===== config.mk =====
export PLATFORM = sky130hd
export DESIGN_NAME = text_cursor_placer
export DESIGN_NICKNAME = d
export VERILOG_FILES = /design/src/hw/rtl/tcp_pkg.sv /design/src/hw/rtl/tcp_front.sv /design/src/hw/rtl/tcp_queue.sv /design/src/hw/rtl/tcp_back.sv /design/src/hw/rtl/text_cursor_placer.sv
export SDC_FILE = /design/constraint.sdc
export NUM_CORES = 1
export LEC_CHECK = 0
export BUFFER_PORTS_ARGS = -buffer_cell sky130_fd_sc_hd__buf_2
export CAP_MARGIN = 20
export CORE_MARGIN = 1.5
export CORE_UTILIZATION = 30
export CTS_CLUSTER_DIAMETER = 100
export DETAILED_ROUTE_END_ITERATION = 10
export GPL_TIMING_DRIVEN = 0
export PLACE_DENSITY_LB_ADDON = 0.25
export SYNTH_ARGS = -nofsm -noshare
export SYNTH_HDL_FRONTEND = slang
export SYNTH_SLANG_ARGS = --single-unit

===== constraint.sdc =====
create_clock -name aclk -period 18.25 [get_ports aclk]
set_clock_uncertainty 0.2 [all_clocks]
set_input_delay 5.475 -clock aclk [delete_from_list [all_inputs] [get_ports aclk]]
set_output_delay 5.475 -clock aclk [all_outputs]
set_load 0.05 [all_outputs]

===== src/hw/rtl/tcp_pkg.sv =====
// Shared types, codes and cell sizes for the text cursor placer.
`timescale 1ns / 1ps

package tcp_pkg;

    // Configuration register indexes
    localparam logic [1:0] CFG_SCREEN_WIDTH  = 2'd0;
    localparam logic [1:0] CFG_SCREEN_HEIGHT = 2'd1;
    localparam logic [1:0] CFG_BIG_FONT      = 2'd2;

    localparam logic [10:0] SCREEN_WIDTH_RST  = 11'd128;
    localparam logic [10:0] SCREEN_HEIGHT_RST = 11'd128;

    // Request kinds (s_tuser)
    localparam logic REQ_SET_CURSOR = 1'b0;
    localparam logic REQ_CHAR       = 1'b1;

    // Command kinds (m_tuser)
    localparam logic CMD_DRAW  = 1'b0;
    localparam logic CMD_CLEAR = 1'b1;

    // Character codes
    localparam logic [7:0] CHAR_BACKSPACE = 8'h08;
    localparam logic [7:0] CHAR_NEWLINE   = 8'h0A;
    localparam logic [7:0] CHAR_SPACE     = 8'h20;

    // Cell geometry
    localparam logic [4:0] BIG_CELL_W   = 5'd8;
    localparam logic [4:0] BIG_CELL_H   = 5'd16;
    localparam logic [4:0] SMALL_CELL_W = 5'd6;
    localparam logic [4:0] SMALL_CELL_H = 5'd8;

    typedef struct packed {
        logic [10:0] screen_width;
        logic [10:0] screen_height;
        logic        big_font;
    } cfg_t;

    // One queued job: an optional clear followed by an optional draw
    typedef struct packed {
        logic        has_clear;
        logic        has_draw;
        logic [15:0] x;
        logic [15:0] y;
        logic [7:0]  glyph;
    } cmd_entry_t;

    function automatic logic [4:0] cell_w(input logic big);
        return big ? BIG_CELL_W : SMALL_CELL_W;
    endfunction

    function automatic logic [4:0] cell_h(input logic big);
        return big ? BIG_CELL_H : SMALL_CELL_H;
    endfunction

endpackage


===== src/hw/rtl/tcp_front.sv =====
// Front end: accepts requests, tracks the cursor and queues draw/clear jobs.
`timescale 1ns / 1ps

module tcp_front (
    input  logic                   aclk,
    input  logic                   aresetn,
    input  tcp_pkg::cfg_t          cfg,
    input  logic                   in_valid,
    output logic                   in_ready,
    input  logic                   req_type,
    input  logic [15:0]            start_x,
    input  logic [15:0]            start_y,
    input  logic [7:0]             char_code,
    output logic                   push_valid,
    input  logic                   push_ready,
    output tcp_pkg::cmd_entry_t    push_entry
);

    logic [15:0] cursor_x_reg, cursor_x_next;
    logic [15:0] cursor_y_reg, cursor_y_next;

    logic        accept;
    logic [15:0] cw, ch;
    logic        ovf;
    logic [15:0] cx0, cy0;
    logic        is_nl, is_bs;
    logic [15:0] adv_x;
    logic [16:0] wrap_sum;
    logic        wrap;
    logic [15:0] bs_x, bs_y;

    assign in_ready = push_ready;
    assign accept   = in_valid && in_ready;

    assign cw = {11'd0, tcp_pkg::cell_w(cfg.big_font)};
    assign ch = {11'd0, tcp_pkg::cell_h(cfg.big_font)};

    // cursor_y > H - ch, done without a sign: cursor_y + ch > H
    assign ovf = ({1'b0, cursor_y_reg} + {1'b0, ch}) > {6'd0, cfg.screen_height};
    assign cx0 = ovf ? 16'd0 : cursor_x_reg;
    assign cy0 = ovf ? 16'd0 : cursor_y_reg;

    assign is_nl = (char_code == tcp_pkg::CHAR_NEWLINE);
    assign is_bs = (char_code == tcp_pkg::CHAR_BACKSPACE);

    // Backspace: step back one cell, or wrap to the end of the row above
    always_comb begin
        if (cx0 >= cw) begin
            bs_x = cx0 - cw;
            bs_y = cy0;
        end else begin
            bs_x = {5'd0, cfg.screen_width} - cw;
            bs_y = cy0 - ch;
        end
    end

    // Printable wrap: big cells x > W - 8, small cells x >= W - 6
    assign adv_x    = cx0 + cw;
    assign wrap_sum = {1'b0, adv_x} + {1'b0, cw};
    assign wrap     = cfg.big_font ? (wrap_sum >  {6'd0, cfg.screen_width})
                                   : (wrap_sum >= {6'd0, cfg.screen_width});

    always_comb begin
        cursor_x_next = cursor_x_reg;
        cursor_y_next = cursor_y_reg;
        push_valid    = 1'b0;
        push_entry    = '0;
        push_entry.has_clear = ovf;
        push_entry.has_draw  = !is_nl;
        if (accept) begin
            case (req_type)
                tcp_pkg::REQ_SET_CURSOR: begin
                    cursor_x_next = start_x;
                    cursor_y_next = start_y;
                end
                tcp_pkg::REQ_CHAR: begin
                    push_valid = ovf || !is_nl;
                    if (is_nl) begin
                        cursor_x_next = 16'd0;
                        cursor_y_next = cy0 + ch;
                    end else if (is_bs) begin
                        cursor_x_next    = bs_x;
                        cursor_y_next    = bs_y;
                        push_entry.x     = bs_x;
                        push_entry.y     = bs_y;
                        push_entry.glyph = tcp_pkg::CHAR_SPACE;
                    end else begin
                        push_entry.x     = cx0;
                        push_entry.y     = cy0;
                        push_entry.glyph = char_code;
                        cursor_x_next    = wrap ? 16'd0 : adv_x;
                        cursor_y_next    = wrap ? (cy0 + ch) : cy0;
                    end
                end
                default: begin
                    cursor_x_next = cursor_x_reg;
                end
            endcase
        end
    end

    always_ff @(posedge aclk) begin
        if (!aresetn) begin
            cursor_x_reg <= 16'd0;
            cursor_y_reg <= 16'd0;
        end else begin
            cursor_x_reg <= cursor_x_next;
            cursor_y_reg <= cursor_y_next;
        end
    end

endmodule


===== src/hw/rtl/tcp_queue.sv =====
// Small job queue between the front and back ends.
`timescale 1ns / 1ps

module tcp_queue #(
    parameter int unsigned DEPTH = 4
) (
    input  logic                   aclk,
    input  logic                   aresetn,
    input  logic                   push_valid,
    output logic                   push_ready,
    input  tcp_pkg::cmd_entry_t    push_data,
    output logic                   pop_valid,
    input  logic                   pop_ready,
    output tcp_pkg::cmd_entry_t    pop_data
);

    localparam int unsigned PTR_W = (DEPTH > 1) ? $clog2(DEPTH) : 1;
    localparam int unsigned CNT_W = $clog2(DEPTH + 1);
    localparam logic [PTR_W-1:0] PTR_LAST = PTR_W'(DEPTH - 1);
    localparam logic [CNT_W-1:0] CNT_FULL = CNT_W'(DEPTH);

    tcp_pkg::cmd_entry_t mem_reg [DEPTH];
    logic [PTR_W-1:0] wr_ptr_reg, rd_ptr_reg;
    logic [CNT_W-1:0] count_reg;
    logic             do_push, do_pop;

    function automatic logic [PTR_W-1:0] ptr_inc(input logic [PTR_W-1:0] p);
        return (p == PTR_LAST) ? '0 : p + PTR_W'(1);
    endfunction

    assign push_ready = (count_reg != CNT_FULL);
    assign pop_valid  = (count_reg != '0);
    assign pop_data   = mem_reg[rd_ptr_reg];
    assign do_push    = push_valid && push_ready;
    assign do_pop     = pop_valid && pop_ready;

    always_ff @(posedge aclk) begin
        if (do_push) begin
            mem_reg[wr_ptr_reg] <= push_data;
        end
    end

    always_ff @(posedge aclk) begin
        if (!aresetn) begin
            wr_ptr_reg <= '0;
            rd_ptr_reg <= '0;
            count_reg  <= '0;
        end else begin
            if (do_push) begin
                wr_ptr_reg <= ptr_inc(wr_ptr_reg);
            end
            if (do_pop) begin
                rd_ptr_reg <= ptr_inc(rd_ptr_reg);
            end
            case ({do_push, do_pop})
                2'b10:   count_reg <= count_reg + CNT_W'(1);
                2'b01:   count_reg <= count_reg - CNT_W'(1);
                default: count_reg <= count_reg;
            endcase
        end
    end

endmodule


===== src/hw/rtl/tcp_back.sv =====
// Back end: expands queued jobs into clear and draw beats on the output register.
`timescale 1ns / 1ps

module tcp_back (
    input  logic                   aclk,
    input  logic                   aresetn,
    input  tcp_pkg::cfg_t          cfg,
    input  logic                   pop_valid,
    output logic                   pop_ready,
    input  tcp_pkg::cmd_entry_t    pop_data,
    output logic                   m_tvalid,
    input  logic                   m_tready,
    output logic [39:0]            m_tdata,
    output logic                   m_tuser,
    output logic                   m_tlast
);

    logic        out_valid_reg, out_valid_next;
    logic        out_cmd_reg, out_cmd_next;
    logic        out_last_reg, out_last_next;
    logic [15:0] out_x_reg, out_x_next;
    logic [15:0] out_y_reg, out_y_next;
    logic [7:0]  out_g_reg, out_g_next;
    logic        clr_sent_reg, clr_sent_next;

    logic        out_free, load, emit_clear, off_edge;
    logic [15:0] ch, draw_x, draw_y;

    assign ch         = {11'd0, tcp_pkg::cell_h(cfg.big_font)};
    assign out_free   = !out_valid_reg || m_tready;
    assign load       = out_free && pop_valid;
    assign emit_clear = pop_data.has_clear && !clr_sent_reg;
    // Hold the job after its clear beat when a draw still follows
    assign pop_ready  = load && !(emit_clear && pop_data.has_draw);

    // A draw past the right edge lands at the start of the next row
    assign off_edge = pop_data.x >= {5'd0, cfg.screen_width};
    assign draw_x   = off_edge ? 16'd0 : pop_data.x;
    assign draw_y   = off_edge ? (pop_data.y + ch) : pop_data.y;

    always_comb begin
        out_valid_next = out_valid_reg;
        out_cmd_next   = out_cmd_reg;
        out_last_next  = out_last_reg;
        out_x_next     = out_x_reg;
        out_y_next     = out_y_reg;
        out_g_next     = out_g_reg;
        clr_sent_next  = clr_sent_reg;
        if (load) begin
            out_valid_next = 1'b1;
            if (emit_clear) begin
                out_cmd_next  = tcp_pkg::CMD_CLEAR;
                out_x_next    = 16'd0;
                out_y_next    = 16'd0;
                out_g_next    = 8'd0;
                out_last_next = !pop_data.has_draw;
                clr_sent_next = pop_data.has_draw;
            end else begin
                out_cmd_next  = tcp_pkg::CMD_DRAW;
                out_x_next    = draw_x;
                out_y_next    = draw_y;
                out_g_next    = pop_data.glyph;
                out_last_next = 1'b1;
                clr_sent_next = 1'b0;
            end
        end else if (m_tready) begin
            out_valid_next = 1'b0;
        end
    end

    always_ff @(posedge aclk) begin
        if (!aresetn) begin
            out_valid_reg <= 1'b0;
            clr_sent_reg  <= 1'b0;
        end else begin
            out_valid_reg <= out_valid_next;
            clr_sent_reg  <= clr_sent_next;
        end
    end

    always_ff @(posedge aclk) begin
        out_cmd_reg  <= out_cmd_next;
        out_last_reg <= out_last_next;
        out_x_reg    <= out_x_next;
        out_y_reg    <= out_y_next;
        out_g_reg    <= out_g_next;
    end

    assign m_tvalid = out_valid_reg;
    assign m_tuser  = out_cmd_reg;
    assign m_tlast  = out_last_reg;
    assign m_tdata  = {out_g_reg, out_y_reg, out_x_reg};

endmodule


===== src/hw/rtl/text_cursor_placer.sv =====
// Top level of the text cursor placer: config registers, front end, queue, back end.
`timescale 1ns / 1ps

// Turns a byte stream of text into glyph draw and screen clear commands at
// pixel positions, for 8x16 cells (big_font=1) or 6x8 cells (big_font=0). A
// beat with s_tuser=0 loads the cursor from start_x/start_y and produces no
// output. A beat with s_tuser=1 handles char_code: newline moves to column 0
// of the next text row, backspace steps back one cell (wrapping to the end of
// the row above) and draws a space, any other byte is drawn and advances the
// cursor. Before each character, a cursor row past the bottom of the screen
// emits a clear command and homes the cursor. The front end takes one input
// beat per clock while the queue has room, since the whole cursor update is
// combinational, and posts at most one job per beat into a QUEUE_DEPTH entry
// queue; s_tready drops only while that queue is full. The back end drains
// that queue into a registered output at one beat per clock while m_tready
// allows; a character other than newline that also clears the screen yields
// a clear beat and a draw beat and so holds the back end for both, which the
// queue absorbs for short bursts. The first output beat of an input enters the
// queue when that input is accepted and then the output register, which drives
// m_tvalid. m_tlast marks the final beat caused by one input beat.
// Write configuration only while idle.

module text_cursor_placer #(
    parameter int unsigned QUEUE_DEPTH = 4
) (
    input  logic        aclk,
    input  logic        aresetn,
    // Configuration write port
    input  logic        cfg_wr_en,
    input  logic [1:0]  cfg_index,
    input  logic [10:0] cfg_wdata,
    // Input stream
    input  logic        s_tvalid,
    output logic        s_tready,
    input  logic [39:0] s_tdata,   // start_x[15:0], start_y[31:16], char_code[39:32]
    input  logic        s_tuser,   // req_type
    // Output stream
    output logic        m_tvalid,
    input  logic        m_tready,
    output logic [39:0] m_tdata,   // pos_x[15:0], pos_y[31:16], glyph_code[39:32]
    output logic        m_tuser,   // command
    output logic        m_tlast    // last beat for this input
);

    tcp_pkg::cfg_t       cfg_reg;
    tcp_pkg::cmd_entry_t push_entry, pop_entry;
    logic                push_valid, push_ready;
    logic                pop_valid, pop_ready;

    // Configuration registers; unknown indexes are dropped
    always_ff @(posedge aclk) begin
        if (!aresetn) begin
            cfg_reg.screen_width  <= tcp_pkg::SCREEN_WIDTH_RST;
            cfg_reg.screen_height <= tcp_pkg::SCREEN_HEIGHT_RST;
            cfg_reg.big_font      <= 1'b0;
        end else if (cfg_wr_en) begin
            case (cfg_index)
                tcp_pkg::CFG_SCREEN_WIDTH:  cfg_reg.screen_width  <= cfg_wdata;
                tcp_pkg::CFG_SCREEN_HEIGHT: cfg_reg.screen_height <= cfg_wdata;
                tcp_pkg::CFG_BIG_FONT:      cfg_reg.big_font      <= cfg_wdata[0];
                default:                    cfg_reg               <= cfg_reg;
            endcase
        end
    end

    // Front end: cursor tracking and job classification
    tcp_front u_front (
        .aclk       (aclk),
        .aresetn    (aresetn),
        .cfg        (cfg_reg),
        .in_valid   (s_tvalid),
        .in_ready   (s_tready),
        .req_type   (s_tuser),
        .start_x    (s_tdata[15:0]),
        .start_y    (s_tdata[31:16]),
        .char_code  (s_tdata[39:32]),
        .push_valid (push_valid),
        .push_ready (push_ready),
        .push_entry (push_entry)
    );

    // Decoupling queue
    tcp_queue #(
        .DEPTH (QUEUE_DEPTH)
    ) u_queue (
        .aclk       (aclk),
        .aresetn    (aresetn),
        .push_valid (push_valid),
        .push_ready (push_ready),
        .push_data  (push_entry),
        .pop_valid  (pop_valid),
        .pop_ready  (pop_ready),
        .pop_data   (pop_entry)
    );

    // Back end: expand jobs into output beats
    tcp_back u_back (
        .aclk      (aclk),
        .aresetn   (aresetn),
        .cfg       (cfg_reg),
        .pop_valid (pop_valid),
        .pop_ready (pop_ready),
        .pop_data  (pop_entry),
        .m_tvalid  (m_tvalid),
        .m_tready  (m_tready),
        .m_tdata   (m_tdata),
        .m_tuser   (m_tuser),
        .m_tlast   (m_tlast)
    );

endmodule


Yosys cells after proc, flatten, opt, wreduce, memory -nomap -nowiden
Memories as Yosys holds them, arrays and structs flattened. A register that Yosys moved wholly into a read port is not among the register bits.
Cells that the tools add are included.
{"block": "word_totals", "wordCells": 98, "n_memories": 1, "reg_bits": 106, "output_inout_bits": 44, "ram_bits": 168, "inputBits": 59}
{"block": "op_classes", "eq_ne": 9, "order_cmp": 5, "n_mux": 33, "n_addsub": 12, "n_reduce_logical": 22, "n_bitwise": 1}
{"memory": "u_queue.mem_reg", "depth": 4, "word_bits": 42, "read_ports": 1, "rd_clocked_by_memory_dff": 1, "wr": 1, "line": "tcp_queue.sv:22", "source": "tcp_pkg::cmd_entry_t mem_reg [DEPTH];"}
{"op": "2-to-1 mux 16 bit", "n": 11}
{"op": "2-to-1 mux 40 bit", "n": 4}
{"op": "one-hot mux 16 bit (2 select lines)", "n": 2}
{"op": "adder 16 x 5 -> 16 bit", "n": 3}
{"op": "adder 16 x 5 -> 17 bit", "n": 2}
{"op": "greater-than comparator 17 x 11 -> 1 bit", "n": 2}
{"op": "subtractor 16 x 5 -> 16 bit", "n": 2}
{"op": ">= comparator 17 x 11 -> 1 bit", "n": 1}
{"op": "equality test 8 x 4 -> 1 bit, second input constant", "n": 2}
{"op": ">= comparator 16 x 11 -> 1 bit", "n": 1}
{"op": ">= comparator 16 x 5 -> 1 bit", "n": 1}
{"op": "subtractor 11 x 5 -> 12 bit", "n": 1}
{"op": "2-to-1 mux 1 bit", "n": 9}
{"op": "equality test 2 bit, second input constant", "n": 4}
{"op": "2-to-1 mux 2 bit", "n": 4}
{"op": "logical AND 1 bit", "n": 7}
{"op": "one-hot mux 3 bit (2 select lines)", "n": 1}
{"op": "AND reduction 2 bit", "n": 3}
{"op": "logical NOT 1 bit", "n": 5}
{"op": "2-to-1 mux 5 bit", "n": 1}
{"op": "adder 2 x 1 -> 2 bit, second input constant", "n": 2}
{"op": "equality test 2 x 1 -> 1 bit, second input constant", "n": 2}
{"op": "2-to-1 mux 4 bit", "n": 1}
{"op": "nonzero test 2 bit", "n": 2}
{"op": "8 further kinds", "n": 9}

Longest topological paths before layout
{"block": "logic_depth", "ltp_word": 12, "depth_mapped": 40, "mapped_depth_nobuf": 37}

Cells and area by module
Synthesis repeated with hierarchy kept, for this count alone.
{"block": "hier_totals", "cells_unflattened": 1403, "hier_area_um2": 15493.6}
{"mod": "tcp_queue", "instances": 1, "area_each_um2": 6550.0, "cells_per_inst": 276}
{"mod": "tcp_front", "instances": 1, "area_each_um2": 5635.4, "cells_per_inst": 835}
{"mod": "tcp_back", "instances": 1, "area_each_um2": 2409.8, "cells_per_inst": 201}
{"mod": "text_cursor_placer", "instances": 1, "area_each_um2": 898.4, "cells_per_inst": 91}

Worst setup path before layout
OpenSTA, ideal clock, no wires.
{"block": "synth_timing", "path_kind": "input-to-reg", "start": "input port m_tready", "end": "register u_queue.count_reg[2]", "required_ns": 17.980, "arrival_time_ns": 9.327, "setup_slack_ns": 8.653, "setup_ns": 0.070, "cell_stages": 10, "path_cell_list": "inv_1 -> a21oi_1 -> nand2_1 -> inv_1 -> ha_1 -> inv_1 -> fa_1 -> xor2_1 -> or3_1 -> a21oi_1"}
{"block": "synth_via", "elab_chain_len": 6, "word_cells_on_any_way": 8, "classes_between": "eq/ne (2); mux (1); reduce/logical (5)"}
{"item": "start: declaration", "line": "text_cursor_placer.sv:39", "source": "input logic m_tready,"}
{"item": "logical OR 1 bit (*)", "line": "tcp_back.sv:30", "source": "assign out_free = !out_valid_reg || m_tready;"}
{"item": "logical AND 1 bit (*)", "line": "tcp_back.sv:31", "source": "assign load = out_free && pop_valid;"}
{"item": "net u_back.load", "line": "tcp_back.sv:26", "source": "logic out_free, load, emit_clear, off_edge;"}
{"item": "logical AND 1 bit (*)", "line": "tcp_back.sv:34", "source": "assign pop_ready = load && !(emit_clear && pop_data.has_draw);"}
{"item": "logical AND 1 bit (*)", "line": "tcp_queue.sv:35", "source": "assign do_pop = pop_valid && pop_ready;"}
{"item": "net u_queue.do_pop", "line": "tcp_queue.sv:25", "source": "logic do_push, do_pop;"}
{"item": "equality test 2 x 1 -> 1 bit / equality test 2 bit (equally long branches)", "line": "tcp_queue.sv:55", "source": "case ({do_push, do_pop})"}
{"item": "one-hot mux 3 bit (2 select lines) / nonzero test 2 bit (equally long branches)"}
{"item": "end signal: assignment", "line": "tcp_queue.sv:56", "source": "2'b10: count_reg <= count_reg + CNT_W'(1);"}
{"item": "end signal: assignment", "line": "tcp_queue.sv:57", "source": "2'b01: count_reg <= count_reg - CNT_W'(1);"}
{"item": "end signal: assignment", "line": "tcp_queue.sv:58", "source": "default: count_reg <= count_reg;"}
{"item": "end: declaration", "line": "tcp_queue.sv:24", "source": "logic [CNT_W-1:0] count_reg;"}
The timed path passes the listed nets; every way through them passes the cells marked *.
A chain may end at the register's enable or synchronous reset.

Worst setup path in the final report
{"block": "layout_timing", "start": "register cfg_reg[0] (netlist bit)", "end": "register u_front.cursor_x_reg[3]"}
{"block": "layout_via", "elab_chain_len": 12, "word_cells_on_any_way": 18, "classes_between": "add/sub (5); order compare (4); mux (9)"}
{"item": "start: declaration", "line": "text_cursor_placer.sv:45", "source": "tcp_pkg::cfg_t cfg_reg;"}
{"item": "start signal: assignment", "line": "text_cursor_placer.sv:61", "source": "default: cfg_reg <= cfg_reg;"}
{"item": "2-to-1 mux 5 bit", "line": "tcp_pkg.sv:53", "source": "return big ? BIG_CELL_H : SMALL_CELL_H;"}
{"item": "adder 16 x 5 -> 17 bit", "line": "tcp_front.sv:39", "source": "assign ovf = ({1'b0, cursor_y_reg} + {1'b0, ch}) > {6'd0, cfg.screen_height};"}
{"item": "greater-than comparator 17 x 11 -> 1 bit", "line": "tcp_front.sv:39"}
{"item": "2-to-1 mux 16 bit", "line": "tcp_front.sv:40", "source": "assign cx0 = ovf ? 16'd0 : cursor_x_reg;"}
{"item": "adder 16 x 5 -> 16 bit", "line": "tcp_front.sv:58", "source": "assign adv_x = cx0 + cw;"}
{"item": "adder 16 x 5 -> 17 bit", "line": "tcp_front.sv:59", "source": "assign wrap_sum = {1'b0, adv_x} + {1'b0, cw};"}
{"item": ">= comparator 17 x 11 -> 1 bit / greater-than comparator 17 x 11 -> 1 bit (equally long branches)", "line": "tcp_front.sv:61, tcp_front.sv:60"}
{"item": "2-to-1 mux 1 bit", "line": "tcp_front.sv:60", "source": "assign wrap = cfg.big_font ? (wrap_sum > {6'd0, cfg.screen_width})"}
{"item": "2-to-1 mux 16 bit", "line": "tcp_front.sv:91", "source": "cursor_x_next = wrap ? 16'd0 : adv_x;"}
{"item": "2-to-1 mux 16 bit (*)", "line": "tcp_front.sv:81", "source": "end else if (is_bs) begin"}
{"item": "2-to-1 mux 16 bit (*)", "line": "tcp_front.sv:78", "source": "if (is_nl) begin"}
{"item": "one-hot mux 16 bit (2 select lines) (*)", "line": "tcp_front.sv:71", "source": "case (req_type)"}
{"item": "end signal: assignment", "line": "tcp_front.sv:107", "source": "cursor_x_reg <= cursor_x_next;"}
{"item": "end: declaration", "line": "tcp_front.sv:19", "source": "logic [15:0] cursor_x_reg, cursor_x_next;"}
Every way passes the cells marked *; elsewhere a longest branch is shown, timed or not.

==> results_dict.tcl <==
set metrics [dict create \
    grt_pass1_vias 10800 \
    hpwl_um 34600 \
    fin_crit_ns 11.53 \
    crit_fanout 17 \
    grt_max_degree 33 \
    pre_cts_ws_ns 6.49 \
    cts_tree "done" \
    initial_core_util_pct 30.5 \
    maxCapViolations 0 \
    fin_crit_sh_pct 63.2 \
    setup_viol 0 \
    core-area_um2 47900 \
    port_buffers 101 \
    yosysSeqAreaShare_pct 52.1 \
    synth_commonest_cells "210 x edfxtp_1, 129 x nor2_1, 102 x nand2_1, 101 x a21oi_1, 66 x dfxtp_1" \
    ys_warn_count 0 \
    synthesis.area_um2 14600 \
    finalHoldViolCount 0 \
    ys_top_cells_by_area "edfxtp_1 43%, dfxtp_1 9.0%, mux4_2 5.7%" \
    drt_pass1_iterations 5 \
    cts_resized 0 \
    drt_wl_total_um 46100 \
    ys.flop_type "edfxtp_1" \
    clock_latency_ns 0.60 \
    largest_reg_flops 168 \
    setup_ws_ns 6.72 \
    clockBufferDepth 3 \
    hold_class "register to register" \
    postCtsHoldBufs 0 \
    netlist.area_leader.share_pct 43.1 \
    synth.distinct_cells 99 \
    io_pins 103 \
    crit_arrival_ns 11.79 \
    post-cts-setup-buffer-count 0 \
    cts_root_buf "clkbuf_16" \
    rows 80 \
    cp-start-kind "register" \
    yosysMostFrequentCell "edfxtp_1" \
    grt_pass1_wl_um 68300 \
    powerDensity_nw_per_um2 128 \
    drv_slew 0 \
    crit_path_top_delay_cell "dfxtp_1" \
    cts_max_level 1 \
    via_per_inst 5.31 \
    hold_ws_ns 0.279 \
    drive_gt1_share_pct 16.7 \
    numCtsBuffers 30 \
    tns_ns 0 \
    worstMarginPinSlew_ns 1.03 \
    fp.dieH_um 224 \
    ys_seq_elements 276 \
    synth_top_area_cell "edfxtp_1" \
    synth_edf_count 210 \
    fp.dieArea_um2 50100 \
    leakage_uw 0.00615 \
    status "complete, no violations" \
    clk_pin_slew_worst_paths_ns 0.07 \
    grt_use_total_pct 18.2 \
    nNetsFinal 1569 \
    worstPathRequired_ns 18.51 \
    critPathKind "register to register" \
    final_antenna_net_count 0 \
    peakVddDrop_mv 0.0721 \
    drc 0 \
    antenna_found_initial 2 \
    rsz0062_at_grt "no" \
    routabilityCongestion 0.938 \
    dr.first_iter.drc_count 1012 \
    grt_overflow 0 \
    clkSinkCount 276 \
    worstSetupEndpointType "register" \
    slew_headroom_pct 31.2 \
    die_w_um 224 \
    routedWlPerCell_um 22.1 \
    syn_area_per_cell_um2 11.3 \
    max_stage_delay_ns 0.99 \
    syn_to_final_growth_pct 16.4 \
    critPathMostFrequentCell "ha_1" \
    synthArstFlopShare_pct 0 \
    syn_inst 1300 \
    via_count 11100 \
    max_freq_mhz 86.7 \
]
[cells in the final DEF (no fill, tap or decap), drive strengths merged, types with 7 or more instances in the layout]
master and count:
xor2 21, nor2 130, o21ai 57, o211ai 15, xnor2 25, nand4 16, inv 53, nand3 34
a22oi 8, a211oi 15, clkinv 18, buf 131, edfxtp 210, mux2i 16, a21o 11, a31oi 12
o21a 7, clkbuf 87, and3 20, dfxtp 66, a21oi 101, nand2 102, fa 8, nor3 33
nor4 9, or3 12, ha 59, and2 25, nor2b 19, mux4 37, nand2b 7
[layer usage]
| metal | vias up | part of all wire [%] | global-route usage, % | wire length (µm) |
|---|---|---|---|---|
| li1 | 5141 | - | - | - |
| met1 | 5395 | 46 | 25.8 | 21200 |
| met2 | 455 | 43 | 27.6 | 19800 |
| met3 | 84 | 7.9 | 3.84 | 3650 |
| met4 | 0 | 3.2 | 6.12 | 1460 |
| met5 | - | 0 | 0 | 0 |
[stage by stage]
stage          std cells  power, µW  util (%)  cell area [µm²]
2_1_floorplan       1304       1370         -            14600
3_3_place_gp        2020       1590      33.2            15900
3_5_place_dp        2025       1600      33.5            16100
4_1_cts             2081       2190      35.5            17000
5_1_grt             2082       2280      35.5            17000
6_report            2085       2180      35.5            17000
[cell families after synthesis]
kind of cell,synth area share [%]
mux,6.94
buf+inv,3.53
xor+xnor,2.91
fa+ha+maj,6.14
other cells,0.0256
compound gates,13.0
simple gates,15.4
flops,52.1
[where the power goes]
group / switching, µW / internal (µW)
logic: 560 / 216
registers: 32.2 / 781
clock network: 258 / 331
total: 850 / 1330
[critical path: cells and delay by family (launching register included)]
family	cells	cell delay (ns)
AND/OR/NAND/NOR	9	2.17
buffers and inverters	8	1.70
flip-flops	1	0.99
adder cells (fa/ha/maj)	7	2.19
AO/OA/AOI/OAI	13	3.91
XOR/XNOR	1	0.19
[cell type report]
class	count	area, µm²
well taps	615	769
flip-flops and latches	276	7630
inverters	55	206
diodes	3	7.51
fillers	4795	30900
clock buffers	39	822
multi-input cells	901	6520
plain buffers	72	310
repair buffers	107	648
clock inverters	17	128
[path summary, 6_finish.rpt]
kind / start / end / slack [ns] / cells after the start
worst max-delay path: cfg_reg[0]$_SDFFE_PN0P_ / u_front.cursor_x_reg[3]$_SDFFE_PN0P_ / 6.72 / 38
worst min register to register: u_queue.rd_ptr_reg[1]$_SDFFE_PN0P_ / register / 0.28 / 2
worst min-delay path: u_queue.rd_ptr_reg[1]$_SDFFE_PN0P_ / register / 0.28 / 2
worst max register to register: cfg_reg[0]$_SDFFE_PN0P_ / u_front.cursor_x_reg[3]$_SDFFE_PN0P_ / 6.72 / 38
Power figures use the tool's default switching activity.
